[src/sta_pkg.sv]
// ----------------------------------------------------------------------------
// sta_pkg: shared types and constants for the touch-screen ADC SPI block
// Holds divider widths, the divider request/status structs and the codes
// of the control byte and configuration register map.
// ----------------------------------------------------------------------------
package sta_pkg;

  localparam int PIX_W      = 8;
  localparam int ADC_W      = 12;
  localparam int SREG_W     = 16;
  localparam int CFG_IDX_W  = 3;
  localparam int CFG_DATA_W = 12;

  // Divider sizing: |dividend| <= 256 * 4095 < 2**20, |divisor| <= 255
  localparam int DVD_W = 20;
  localparam int DVS_W = 8;
  localparam int CNT_W = 5;

  // Control byte
  localparam int         START_BIT  = 7;
  localparam logic [2:0] CHAN_X     = 3'd5;
  localparam logic [2:0] CHAN_Y     = 3'd1;
  localparam logic [SREG_W-1:0] OTHER_LOAD = 16'h7FF8;
  localparam logic [ADC_W-1:0]  PEN_UP_Y   = 12'hFFF;

  // Item kinds
  localparam logic KIND_XFER     = 1'b0;
  localparam logic KIND_DESELECT = 1'b1;

  typedef enum logic [CFG_IDX_W-1:0] {
    CFG_ADC_X_FIRST    = 3'd0,
    CFG_ADC_X_SECOND   = 3'd1,
    CFG_ADC_Y_FIRST    = 3'd2,
    CFG_ADC_Y_SECOND   = 3'd3,
    CFG_SCREEN_X_FIRST = 3'd4,
    CFG_SCREEN_X_SECOND = 3'd5,
    CFG_SCREEN_Y_FIRST = 3'd6,
    CFG_SCREEN_Y_SECOND = 3'd7
  } cfg_idx_t;

  typedef struct packed {
    logic             start;
    logic [DVD_W-1:0] dividend;
    logic [DVS_W-1:0] divisor;
  } div_req_t;

  typedef struct packed {
    logic busy;
    logic done;
  } div_rsp_t;

endpackage

[src/spi_touch_screen_adc.sv]
// ----------------------------------------------------------------------------
// spi_touch_screen_adc: SPI side of a touch-screen ADC controller
// Returns one byte per SPI transfer from a 16-bit shift register and loads
// calibrated X/Y or fixed readings on control bytes with the start bit set.
// ----------------------------------------------------------------------------
// Usage:
//   in_*   : one item per SPI byte transfer or chip deselect. in_tuser is the
//            item kind (0 transfer, 1 deselect); in_tdata packs the control
//            byte, the pen state and the pen X/Y pixel position.
//   out_*  : one item per transfer item, carrying the register's high byte
//            before the shift. A deselect item clears the register and gives
//            no output item.
//   cfg_*  : calibration register writes (index, data), always ready. Write
//            only while the block is idle.
// Latency: the output item is valid the cycle after the input is accepted.
// Busy: an item that needs no calibration leaves the block idle. A
//   start byte selecting X or Y with the pen down runs the multiply state,
//   the setup state and the shared divider (one quotient bit per cycle
//   and a result state), and in_tready stays low until the divider is
//   done, so no new item is taken meanwhile.
// Stall: the output register holds until taken; in_tready stays low while
//   an untaken output item is waiting and out_tready is low.
// Reset: synchronous, active low; clears the shift register, the
//   calibration registers and all handshake state.
// ----------------------------------------------------------------------------
module spi_touch_screen_adc import sta_pkg::*; (
  input  logic                  clk,
  input  logic                  rst_n,
  // input items
  input  logic                  in_tvalid,
  output logic                  in_tready,
  input  logic [31:0]           in_tdata,   // spi_byte_in[7:0], pen_is_down[8],
                                            // pen_x_pixel[16:9], pen_y_pixel[24:17]
  input  logic                  in_tuser,   // kind[0]
  // result items
  output logic                  out_tvalid,
  input  logic                  out_tready,
  output logic [7:0]            out_tdata,  // spi_byte_out[7:0]
  // configuration writes
  input  logic                  cfg_valid,
  output logic                  cfg_ready,
  input  logic [CFG_IDX_W-1:0]  cfg_index,
  input  logic [CFG_DATA_W-1:0] cfg_data
);

  typedef enum logic [3:0] {
    S_IDLE = 4'b0001,
    S_MUL  = 4'b0010,
    S_ABS  = 4'b0100,
    S_DIV  = 4'b1000
  } state_t;

  // ---------------------------------------------------------------- fields
  logic [7:0]       spi_byte_in;
  logic             pen_is_down;
  logic [PIX_W-1:0] pen_x_pixel;
  logic [PIX_W-1:0] pen_y_pixel;
  logic [2:0]       chan;

  assign spi_byte_in = in_tdata[7:0];
  assign pen_is_down = in_tdata[8];
  assign pen_x_pixel = in_tdata[16:9];
  assign pen_y_pixel = in_tdata[24:17];
  assign chan        = spi_byte_in[6:4];

  // ---------------------------------------------------------------- config
  logic [ADC_W-1:0] adc_x_first_r, adc_x_second_r, adc_y_first_r, adc_y_second_r;
  logic [PIX_W-1:0] scr_x_first_r, scr_x_second_r, scr_y_first_r, scr_y_second_r;

  assign cfg_ready = 1'b1;

  always_ff @(posedge clk) begin
    if (!rst_n) begin
      adc_x_first_r  <= '0;
      adc_x_second_r <= '0;
      adc_y_first_r  <= '0;
      adc_y_second_r <= '0;
      scr_x_first_r  <= '0;
      scr_x_second_r <= '0;
      scr_y_first_r  <= '0;
      scr_y_second_r <= '0;
    end else if (cfg_valid && cfg_ready) begin
      unique case (cfg_idx_t'(cfg_index))
        CFG_ADC_X_FIRST:     adc_x_first_r  <= cfg_data;
        CFG_ADC_X_SECOND:    adc_x_second_r <= cfg_data;
        CFG_ADC_Y_FIRST:     adc_y_first_r  <= cfg_data;
        CFG_ADC_Y_SECOND:    adc_y_second_r <= cfg_data;
        CFG_SCREEN_X_FIRST:  scr_x_first_r  <= cfg_data[PIX_W-1:0];
        CFG_SCREEN_X_SECOND: scr_x_second_r <= cfg_data[PIX_W-1:0];
        CFG_SCREEN_Y_FIRST:  scr_y_first_r  <= cfg_data[PIX_W-1:0];
        CFG_SCREEN_Y_SECOND: scr_y_second_r <= cfg_data[PIX_W-1:0];
        default: ;
      endcase
    end
  end

  // ---------------------------------------------------------------- state
  state_t               state_r, state_nxt;
  logic [SREG_W-1:0]    sreg_r, sreg_nxt;
  logic                 out_tvalid_r, out_tvalid_nxt;
  logic [7:0]           out_tdata_r, out_tdata_nxt;
  logic                 axis_y_r, axis_y_nxt;   // 1: Y axis selected
  logic [PIX_W-1:0]     pix_r, pix_nxt;
  logic signed [20:0]   prod_r, prod_nxt;       // (p - s1 + 1) * (a2 - a1)
  logic signed [8:0]    sd_r, sd_nxt;           // screen delta, zero forced to 1
  logic                 neg_r, neg_nxt;

  logic in_acc;
  assign in_tready = (state_r == S_IDLE) && (!out_tvalid_r || out_tready);
  assign in_acc    = in_tvalid && in_tready;

  // Axis-selected calibration points
  logic [PIX_W-1:0] s1, s2;
  logic [ADC_W-1:0] a1, a2;
  assign s1 = axis_y_r ? scr_y_first_r  : scr_x_first_r;
  assign s2 = axis_y_r ? scr_y_second_r : scr_x_second_r;
  assign a1 = axis_y_r ? adc_y_first_r  : adc_x_first_r;
  assign a2 = axis_y_r ? adc_y_second_r : adc_x_second_r;

  // Multiply stage
  logic signed [9:0]  dp;
  logic signed [12:0] da;
  logic signed [22:0] prod_full;
  logic signed [8:0]  sd_raw;
  assign dp        = $signed({2'b00, pix_r}) - $signed({2'b00, s1}) + 10'sd1;
  assign da        = $signed({1'b0, a2}) - $signed({1'b0, a1});
  assign prod_full = dp * da;
  assign sd_raw    = $signed({1'b0, s2}) - $signed({1'b0, s1});

  // Divider operands: magnitudes, sign applied after the divide
  logic [20:0] prod_mag;
  logic [8:0]  sd_mag;
  div_req_t    div_req;
  div_rsp_t    div_rsp;
  logic [DVD_W-1:0] quot;

  assign prod_mag         = prod_r[20] ? (21'd0 - prod_r) : prod_r;
  assign sd_mag           = sd_r[8] ? (9'd0 - sd_r) : sd_r;
  assign div_req.start    = (state_r == S_ABS);
  assign div_req.dividend = prod_mag[DVD_W-1:0];
  assign div_req.divisor  = sd_mag[DVS_W-1:0];

  sta_div u_div (
    .clk   (clk),
    .rst_n (rst_n),
    .req   (div_req),
    .rsp   (div_rsp),
    .quot  (quot)
  );

  // Only the low 13 bits of the calibrated value survive the shift by 3
  logic [12:0] cal_val;
  assign cal_val = neg_r ? ({1'b0, a1} - quot[12:0]) : ({1'b0, a1} + quot[12:0]);

  always_comb begin
    state_nxt      = state_r;
    sreg_nxt       = sreg_r;
    out_tvalid_nxt = out_tvalid_r && !out_tready;
    out_tdata_nxt  = out_tdata_r;
    axis_y_nxt     = axis_y_r;
    pix_nxt        = pix_r;
    prod_nxt       = prod_r;
    sd_nxt         = sd_r;
    neg_nxt        = neg_r;
    unique case (state_r)
      S_IDLE: begin
        if (in_acc) begin
          if (in_tuser == KIND_DESELECT) begin
            sreg_nxt = '0;
          end else begin
            // emit the high byte, then shift
            out_tvalid_nxt = 1'b1;
            out_tdata_nxt  = sreg_r[15:8];
            sreg_nxt       = {sreg_r[7:0], 8'h00};
            if (spi_byte_in[START_BIT]) begin
              priority if (chan == CHAN_X || chan == CHAN_Y) begin
                if (pen_is_down) begin
                  axis_y_nxt = (chan == CHAN_Y);
                  pix_nxt    = (chan == CHAN_Y) ? pen_y_pixel : pen_x_pixel;
                  state_nxt  = S_MUL;
                end else if (chan == CHAN_Y) begin
                  sreg_nxt = {1'b0, PEN_UP_Y, 3'b000};
                end else begin
                  sreg_nxt = '0;
                end
              end else begin
                sreg_nxt = OTHER_LOAD;
              end
            end
          end
        end
      end
      S_MUL: begin
        prod_nxt  = prod_full[20:0];
        sd_nxt    = (sd_raw == 9'sd0) ? 9'sd1 : sd_raw;
        state_nxt = S_ABS;
      end
      S_ABS: begin
        neg_nxt   = prod_r[20] ^ sd_r[8];
        state_nxt = S_DIV;
      end
      S_DIV: begin
        if (div_rsp.done) begin
          sreg_nxt  = {cal_val, 3'b000};
          state_nxt = S_IDLE;
        end
      end
      default: begin
        state_nxt = S_IDLE;
      end
    endcase
  end

  always_ff @(posedge clk) begin
    if (!rst_n) begin
      state_r      <= S_IDLE;
      sreg_r       <= '0;
      out_tvalid_r <= 1'b0;
    end else begin
      state_r      <= state_nxt;
      sreg_r       <= sreg_nxt;
      out_tvalid_r <= out_tvalid_nxt;
    end
  end

  always_ff @(posedge clk) begin
    out_tdata_r <= out_tdata_nxt;
    axis_y_r    <= axis_y_nxt;
    pix_r       <= pix_nxt;
    prod_r      <= prod_nxt;
    sd_r        <= sd_nxt;
    neg_r       <= neg_nxt;
  end

  assign out_tvalid = out_tvalid_r;
  assign out_tdata  = out_tdata_r;

  // ---------------------------------------------------------------- checks
  a_deselect_clears: assert property (@(posedge clk) disable iff (!rst_n)
    (in_acc && in_tuser == KIND_DESELECT) |=> (sreg_r == '0))
    else $error("deselect item did not clear the shift register");

  a_byte_out: assert property (@(posedge clk) disable iff (!rst_n)
    (in_acc && in_tuser == KIND_XFER) |=>
      (out_tvalid_r && out_tdata_r == $past(sreg_r[15:8])))
    else $error("output byte is not the prior high byte");

  a_deselect_silent: assert property (@(posedge clk) disable iff (!rst_n)
    (in_acc && in_tuser == KIND_DESELECT && !out_tvalid_r) |=> !out_tvalid_r)
    else $error("deselect item produced an output item");

  a_div_done_owner: assert property (@(posedge clk) disable iff (!rst_n)
    div_rsp.done |-> (state_r == S_DIV))
    else $error("divider finished outside the divide phase");

  a_div_busy_blocks: assert property (@(posedge clk) disable iff (!rst_n)
    div_rsp.busy |-> !in_tready)
    else $error("input accepted while divider busy");

endmodule

[src/sta_div.sv]
// ----------------------------------------------------------------------------
// sta_div: iterative unsigned restoring divider
// One quotient bit per cycle; the quotient holds while done is high.
// ----------------------------------------------------------------------------
module sta_div import sta_pkg::*; (
  input  logic             clk,
  input  logic             rst_n,
  input  div_req_t         req,
  output div_rsp_t         rsp,
  output logic [DVD_W-1:0] quot
);

  typedef enum logic [2:0] {
    D_IDLE = 3'b001,
    D_RUN  = 3'b010,
    D_DONE = 3'b100
  } dstate_t;

  localparam logic [CNT_W-1:0] LAST = CNT_W'(DVD_W - 1);

  dstate_t          state_r, state_nxt;
  logic [CNT_W-1:0] cnt_r, cnt_nxt;
  logic [DVS_W-1:0] rem_r, rem_nxt;
  logic [DVS_W-1:0] dvs_r, dvs_nxt;
  logic [DVD_W-1:0] quo_r, quo_nxt;

  logic [DVS_W:0] trial;
  logic [DVS_W:0] diff;
  logic           ge;

  assign trial = {rem_r, quo_r[DVD_W-1]};
  assign ge    = (trial >= {1'b0, dvs_r});
  assign diff  = trial - {1'b0, dvs_r};

  always_comb begin
    state_nxt = state_r;
    cnt_nxt   = cnt_r;
    rem_nxt   = rem_r;
    dvs_nxt   = dvs_r;
    quo_nxt   = quo_r;
    unique case (state_r)
      D_IDLE: begin
        if (req.start) begin
          quo_nxt   = req.dividend;
          dvs_nxt   = req.divisor;
          rem_nxt   = '0;
          cnt_nxt   = '0;
          state_nxt = D_RUN;
        end
      end
      D_RUN: begin
        // restore or keep the trial remainder, shift in one quotient bit
        rem_nxt = ge ? diff[DVS_W-1:0] : trial[DVS_W-1:0];
        quo_nxt = {quo_r[DVD_W-2:0], ge};
        if (cnt_r == LAST) begin
          state_nxt = D_DONE;
        end else begin
          cnt_nxt = cnt_r + 1'b1;
        end
      end
      D_DONE: begin
        state_nxt = D_IDLE;
      end
      default: begin
        state_nxt = D_IDLE;
      end
    endcase
  end

  always_ff @(posedge clk) begin
    if (!rst_n) begin
      state_r <= D_IDLE;
      cnt_r   <= '0;
    end else begin
      state_r <= state_nxt;
      cnt_r   <= cnt_nxt;
    end
  end

  always_ff @(posedge clk) begin
    rem_r <= rem_nxt;
    dvs_r <= dvs_nxt;
    quo_r <= quo_nxt;
  end

  assign rsp.busy = (state_r != D_IDLE);
  assign rsp.done = (state_r == D_DONE);
  assign quot     = quo_r;

endmodule

[config.mk]
export PLATFORM = sky130hd
export DESIGN_NAME = spi_touch_screen_adc
export DESIGN_NICKNAME = d
export VERILOG_FILES = /design/src/sta_pkg.sv /design/src/spi_touch_screen_adc.sv /design/src/sta_div.sv
export SDC_FILE = /design/constraint.sdc
export NUM_CORES = 1
export LEC_CHECK = 0
export ABC_AREA = 1
export BUFFER_PORTS_ARGS = -buffer_cell sky130_fd_sc_hd__clkbuf_2
export CORE_MARGIN = 5
export CORE_UTILIZATION = 57
export CTS_CLUSTER_DIAMETER = 120
export DETAILED_ROUTE_END_ITERATION = 12
export GPL_TIMING_DRIVEN = 0
export HOLD_SLACK_MARGIN = 0.03
export PLACE_DENSITY = 0.78
export REMOVE_ABC_BUFFERS = 1
export SLEW_MARGIN = 20
export SYNTH_ARGS = -nofsm -noshare
export SYNTH_HDL_FRONTEND = slang
export SYNTH_SLANG_ARGS = --single-unit
[constraint.sdc]
create_clock -name clk -period 7.13 [get_ports clk]
set_input_delay 0.713 -clock clk [delete_from_list [all_inputs] [get_ports clk]]
set_output_delay 0.713 -clock clk [all_outputs]
set_load 0.005 [all_outputs]
==> Word-level counts from Yosys, hierarchy flattened <==
Cells that the tools add are included.
{ "word_totals": {"regBits": 193, "in_bits": 53, "output_inout_bits": 11, "wordCells": 126} }
{ "op_classes": {"addsub": 10, "mul": 1, "magnitude_cmp": 1, "n_eq_ne": 26, "muxes": 37, "n_bitwise": 2, "reduce_logical": 27} }
{ "ops": {"columns": ["operator", "count"], "rows": [
  ["two-way mux 16 bit", 6],
  ["two-way mux 8 bit", 6],
  ["two-way mux 20 bit", 2],
  ["one-hot mux 20 bit (2 select lines)", 1],
  ["one-hot mux 16 bit (2 select lines)", 1],
  ["two-way mux 12 bit", 2],
  ["two-way mux 4 bit", 6],
  ["AND reduction 2 bit", 11],
  ["multiplier 10 x 13 -> 21 bit", 1],
  ["subtractor 1 x 20 -> 20 bit, first input constant", 1],
  ["== test 3 bit, second input constant", 6],
  ["subtractor 8 x 8 -> 9 bit", 2],
  ["one-hot mux 4 bit (4 select lines)", 1],
  ["one-hot mux 8 bit (2 select lines)", 1],
  ["two-way mux 15 bit", 1],
  ["!= test 2 bit, second input constant", 7],
  ["adder 12 x 13 -> 13 bit", 1],
  ["two-way mux 13 bit", 1],
  ["subtractor 12 x 12 -> 13 bit", 1],
  ["subtractor 12 x 13 -> 13 bit", 1],
  ["AND reduction 6 bit", 2],
  ["adder 9 x 2 -> 10 bit, second input constant", 1],
  ["two-way mux 5 bit", 2],
  ["one-hot mux 5 bit (2 select lines)", 1],
  ["other kinds (24)", 39]
]} }

==> Longest topological paths before layout <==
{ "depth": {"depth_word": 8, "ltp_mapped": 41, "ltp_nobuf": 39} }

==> By module <==
A second synthesis with hierarchy kept.
{ "unflattened": {"hier_cells": 1953, "area_unflattened_um2": 15283.4} }
{ "by_module_without_submodules": {"columns": ["module", "instances", "cells_per_inst", "area_per_inst_um2", "seq_area_each_um2"], "rows": [
  ["spi_touch_screen_adc", 1, 1678, 12918.6, 3403.3],
  ["sta_div", 1, 275, 2364.8, 1241.2]
]} }

==> Least setup slack after synthesis <==
No wires, ideal clock.
{ "synth_path": {"path_kind": "register -> register", "from": "register axis_y_r", "to": "register prod_r[20] (data pin)", "setup_ns": 0.252, "arrival_ns": 6.884, "required_ns": 6.878, "setup_slack_ns": -0.006, "stages_incl_launch_ff": 33, "n_path_buf": 3, "synth_period_minus_slack_ns": 7.136, "path_cell_list": "edfxtp_1 > clkbuf_1 > clkbuf_1 > o21ai_0 > ha_1 > inv_1 > clkbuf_1 > ha_1 > inv_1 > nor2_2 > nand3_2 > o21ai_0 > nand2_1 > inv_1 > nand2_1 > fa_1 > inv_1 > fa_1 > inv_1 > fa_1 > fa_1 > fa_1 > inv_1 > ha_1 > inv_1 > nor3_1 > nand2_1 > o311ai_0 > nand3_1 > nand2_1 > inv_1 > nand2_1 > nand2_1"} }
{ "synth_via": {"elab_chain_len": 4, "word_cells_on_any_way": 7, "cone_classes": "add/sub (3); mul (1); mux (3)"} }
{ "synth_lines": {"columns": ["item", "line", "rtl"], "rows": [
  ["from (decl)", "spi_touch_screen_adc.sv:102", "logic axis_y_r, axis_y_nxt;"],
  ["from (signal assigned)", "spi_touch_screen_adc.sv:228", "axis_y_r <= axis_y_nxt;"],
  ["two-way mux 8 bit", "spi_touch_screen_adc.sv:115", "assign s1 = axis_y_r ? scr_y_first_r : scr_x_first_r;"],
  ["subtractor 8 x 8 -> 9 bit", "spi_touch_screen_adc.sv:125", "assign dp = $signed({2'b00, pix_r}) - $signed({2'b00, s1}) + 10'sd1;"],
  ["adder 9 x 2 -> 10 bit", "spi_touch_screen_adc.sv:125", null],
  ["multiplier 10 x 13 -> 21 bit (*)", "spi_touch_screen_adc.sv:127", "assign prod_full = dp * da;"],
  ["net prod_full[20]", "spi_touch_screen_adc.sv:123", "logic signed [22:0] prod_full;"],
  ["to (signal assigned)", "spi_touch_screen_adc.sv:230", "prod_r <= prod_nxt;"],
  ["to (decl)", "spi_touch_screen_adc.sv:104", "logic signed [20:0] prod_r, prod_nxt;"]
]} }
Mark *: on every way through the listed nets, which the timed path passes. The rest lies on a longest branch.
A chain may end at the register's enable or synchronous reset.

==> Final worst setup path <==
Same ends and word-level chain as after synthesis.

==> reports/qor.txt <==
Post-synth ARST share -> 0%
RR Startpoint -> axis_y_r
Mean number of vias per cell -> 5.69
Wire per inst -> 17.7 µm
Max_cap viols -> 0
Cell taking the most area after synthesis -> edfxtp_1
Setup TNS -> -193 ps
Area after DPL -> 0.0156 mm²
Clock skew -> 15.1 ps
Post-synth EDFFs -> 84
Largest cells by area after synthesis -> edfxtp_1 (17%), fa_1 (15%), dfxtp_1 (14%)
R2R cell count -> 35
Pin count of the biggest net entering global routing -> 95
Slew @ Worst Pin -> 1050 ps
Reg-to-Reg End -> prod_r[20]
Outcome -> finished, violations left
Starting DRT DRC Count -> 1296
Root buffer cell -> clkbuf_16
DR DRC count -> 0
Cell with the most instances after synthesis -> inv_1
Fmax -> 138 MHz
Post-Syn Area -> 0.0150 mm²
FF-to-FF setup slack -> -110 ps
Port Buf Inserts -> 51
Startpoint Class -> flop
Antenna viol nets, final -> 0
Commonest cells in the netlist -> inv_1 (342), nand2_1 (323), nor2_1 (234)
Critical Path RT -> 7300 ps
Top FF cell, synth -> dfxtp_1
Final Cell Area -> 0.0181 mm²
Final WS setup -> -110 ps
Post-CTS Hold Buffers -> 0
Hold Path Class -> flop to flop
TritonCTS clock tree -> built
WS Path Type -> flop to flop
Gpl congestion -> 0.960
Final Cycle Share -> 102%
Die Span Y -> 172 µm
Via count -> 13400
Final nets -> 2276
Post-Synth Simple-Gate Area -> 18.5%
Mux contribution to synthesized area -> 0.534%
Htree depth -> 4
Yosys warning count -> 0
Post-synthesis sequential area ratio -> 31.0%
Core area -> 0.0260 mm²
CP Max Fanout -> 8
Number of global-route vias before repair -> 12700
Final min period -> 7240 ps
# fillers -> 1847
Dpl hpwl -> 26700 µm
Crit path from -> axis_y_r
Syn Inst Count -> 1897
Setup violations, final -> 3
Clock slew at reported path FFs -> 80 ps
Clock Latency Late Sink -> 440 ps
Post-synthesis compound-gate area fraction -> 11.3%
Netlist cell types -> 46
Multi-input gate area in the final layout -> 0.00996 mm²
Synth Area in Adders -> 23.7%
Final Hold Viols -> 0
CP peak stage delay -> 570 ps
Failing checks -> negative setup slack
Kind of end point of the critical path -> flop
Layout cells sized above 1 -> 19.0%
Worst Setup EP -> prod_r[20]
Largest family of logic cells by synthesized area -> adder cells
# diodes -> 0
FF/Latch Area -> 0.00464 mm²
Routed WL -> 41800 µm
Fin. max-slew vios -> 0
Synth-to-layout area growth -> 20.9%
Starting Density -> 57.7%
WP data arrival -> 7410 ps
Initial antenna violation count -> 0
Die ar. -> 0.0297 mm²
Top-area cell type share of the netlist area -> 16.8%
First-pass GRT wire length -> 61300 µm
Row Count -> 59
Die width -> 172 µm
Aggregate global-route resource usage -> 25.8%
CTS Sinks -> 190
Number of iterations in the first detailed-routing pass -> 8
CTS Buffer Depth -> 2
Critical-path top delay cell -> fa_1
Relative slew slack -> 29.5%
Overflow after GRT -> 0
IO Count -> 64
RSZ-0062 raised after global routing -> true
TritonCTS Buffers -> 17
Syn_area_per_cell -> 7.91 µm²
Seq cells post-synth -> 190
Xor-xnor portion of the synthesized cell area -> 4.73%
-- stage by stage --
stage / hold WS [ps] / utilization [%] / cells / setup slack [ps]
CTS: 448 / 66.1 / 2310 / 4.81
floorplan: 403 / - / 1848 / -700
finish: 443 / 69.8 / 2353 / -110
detailed placement: 427 / 59.9 / 2239 / -1630
global placement: 413 / 59.6 / 2234 / -3040
global route: 456 / 69.8 / 2353 / -299
-- sequential cells by signal, indices dropped and copies added (netlist names), 9 cells and up --
register	cells
adc_x_first_r	12
adc_x_second_r	12
adc_y_first_r	12
adc_y_second_r	12
prod_r	21
sd_r	9
sreg_r	13
u_div.quot	20
-- cell families after synthesis --
family                   Yosys count
AO/OA/AOI/OAI                    320
buffers and inverters            403
XOR/XNOR                          81
flip-flops                       190
multiplexers                       8
other                              1
adder cells (fa/ha/maj)          218
AND/OR/NAND/NOR                  676
-- what timing repair did --
item,4_1_cts,5_1_grt
setup endpoints to repair,11,9
pin swaps,45,108
resized for setup,134,155
buffers inserted,35,42
gates cloned,4,1
-- worst max-delay path, delay by kind of cell (launching register included) --
kind            cells  cell delay [ps]
compound gates      2              410
flops               1              440
simple gates       12             1340
fa+ha+maj           8             3410
buf+inv            13             1310
-- routing by layer --
metal	vias up	global-route usage (%)	part of all wire (%)
met5	-	0	0
met4	0	8.65	5.1
met3	188	3.41	7.7
met2	675	45.5	50
met1	6318	32.8	38
li1	6219	-	-
-- how the worst min path moves through the flow --
stage	start	end	cells after the start
floorplan	sreg_r[8]	out_tdata[0]	0
global placement	sreg_r[15]	out_tdata[7]	0
detailed placement	sreg_r[11]	out_tdata[3]	0
CTS	sreg_r[11]	out_tdata[3]	0
global route	sreg_r[11]	out_tdata[3]	0
finish	sreg_r[11]	out_tdata[3]	0
-- final cells by class --
type                    instances  share of cell area [%]
inverters                     354                    7.54
well taps                     335                    2.31
repair buffers                137                    6.19
flip-flops and latches        190                    25.6
multi-input cells            1304                    54.9
clock inverters                13                   0.773
repair inverters                1                  0.0276
clock buffers                  19                    2.62
-- placed cells by master (no fill, tap or decap), types with 19 or more instances in the layout --
cell type / synthesis / layout
inv_1: 342 / 315
nand2_1: 323 / 285
nor2_1: 234 / 221
o21ai_0: 172 / 143
fa_1: 111 / 106
dfxtp_1: 106 / 106
a21oi_1: 101 / 88
edfxtp_1: 84 / 84
ha_1: 107 / 81
buf_4: 1 / 68
clkbuf_2: 0 / 50
xor2_1: 57 / 49
nand3_1: 46 / 38
nand2_2: 8 / 31
ha_4: 0 / 24
xnor2_1: 24 / 23
inv_2: 7 / 22
nor3_1: 27 / 21
clkbuf_16: 0 / 19
Power is left out: the tool's default activity adds up to more than one toggle a clock period on the data nets, which glitch-free logic cannot reach.
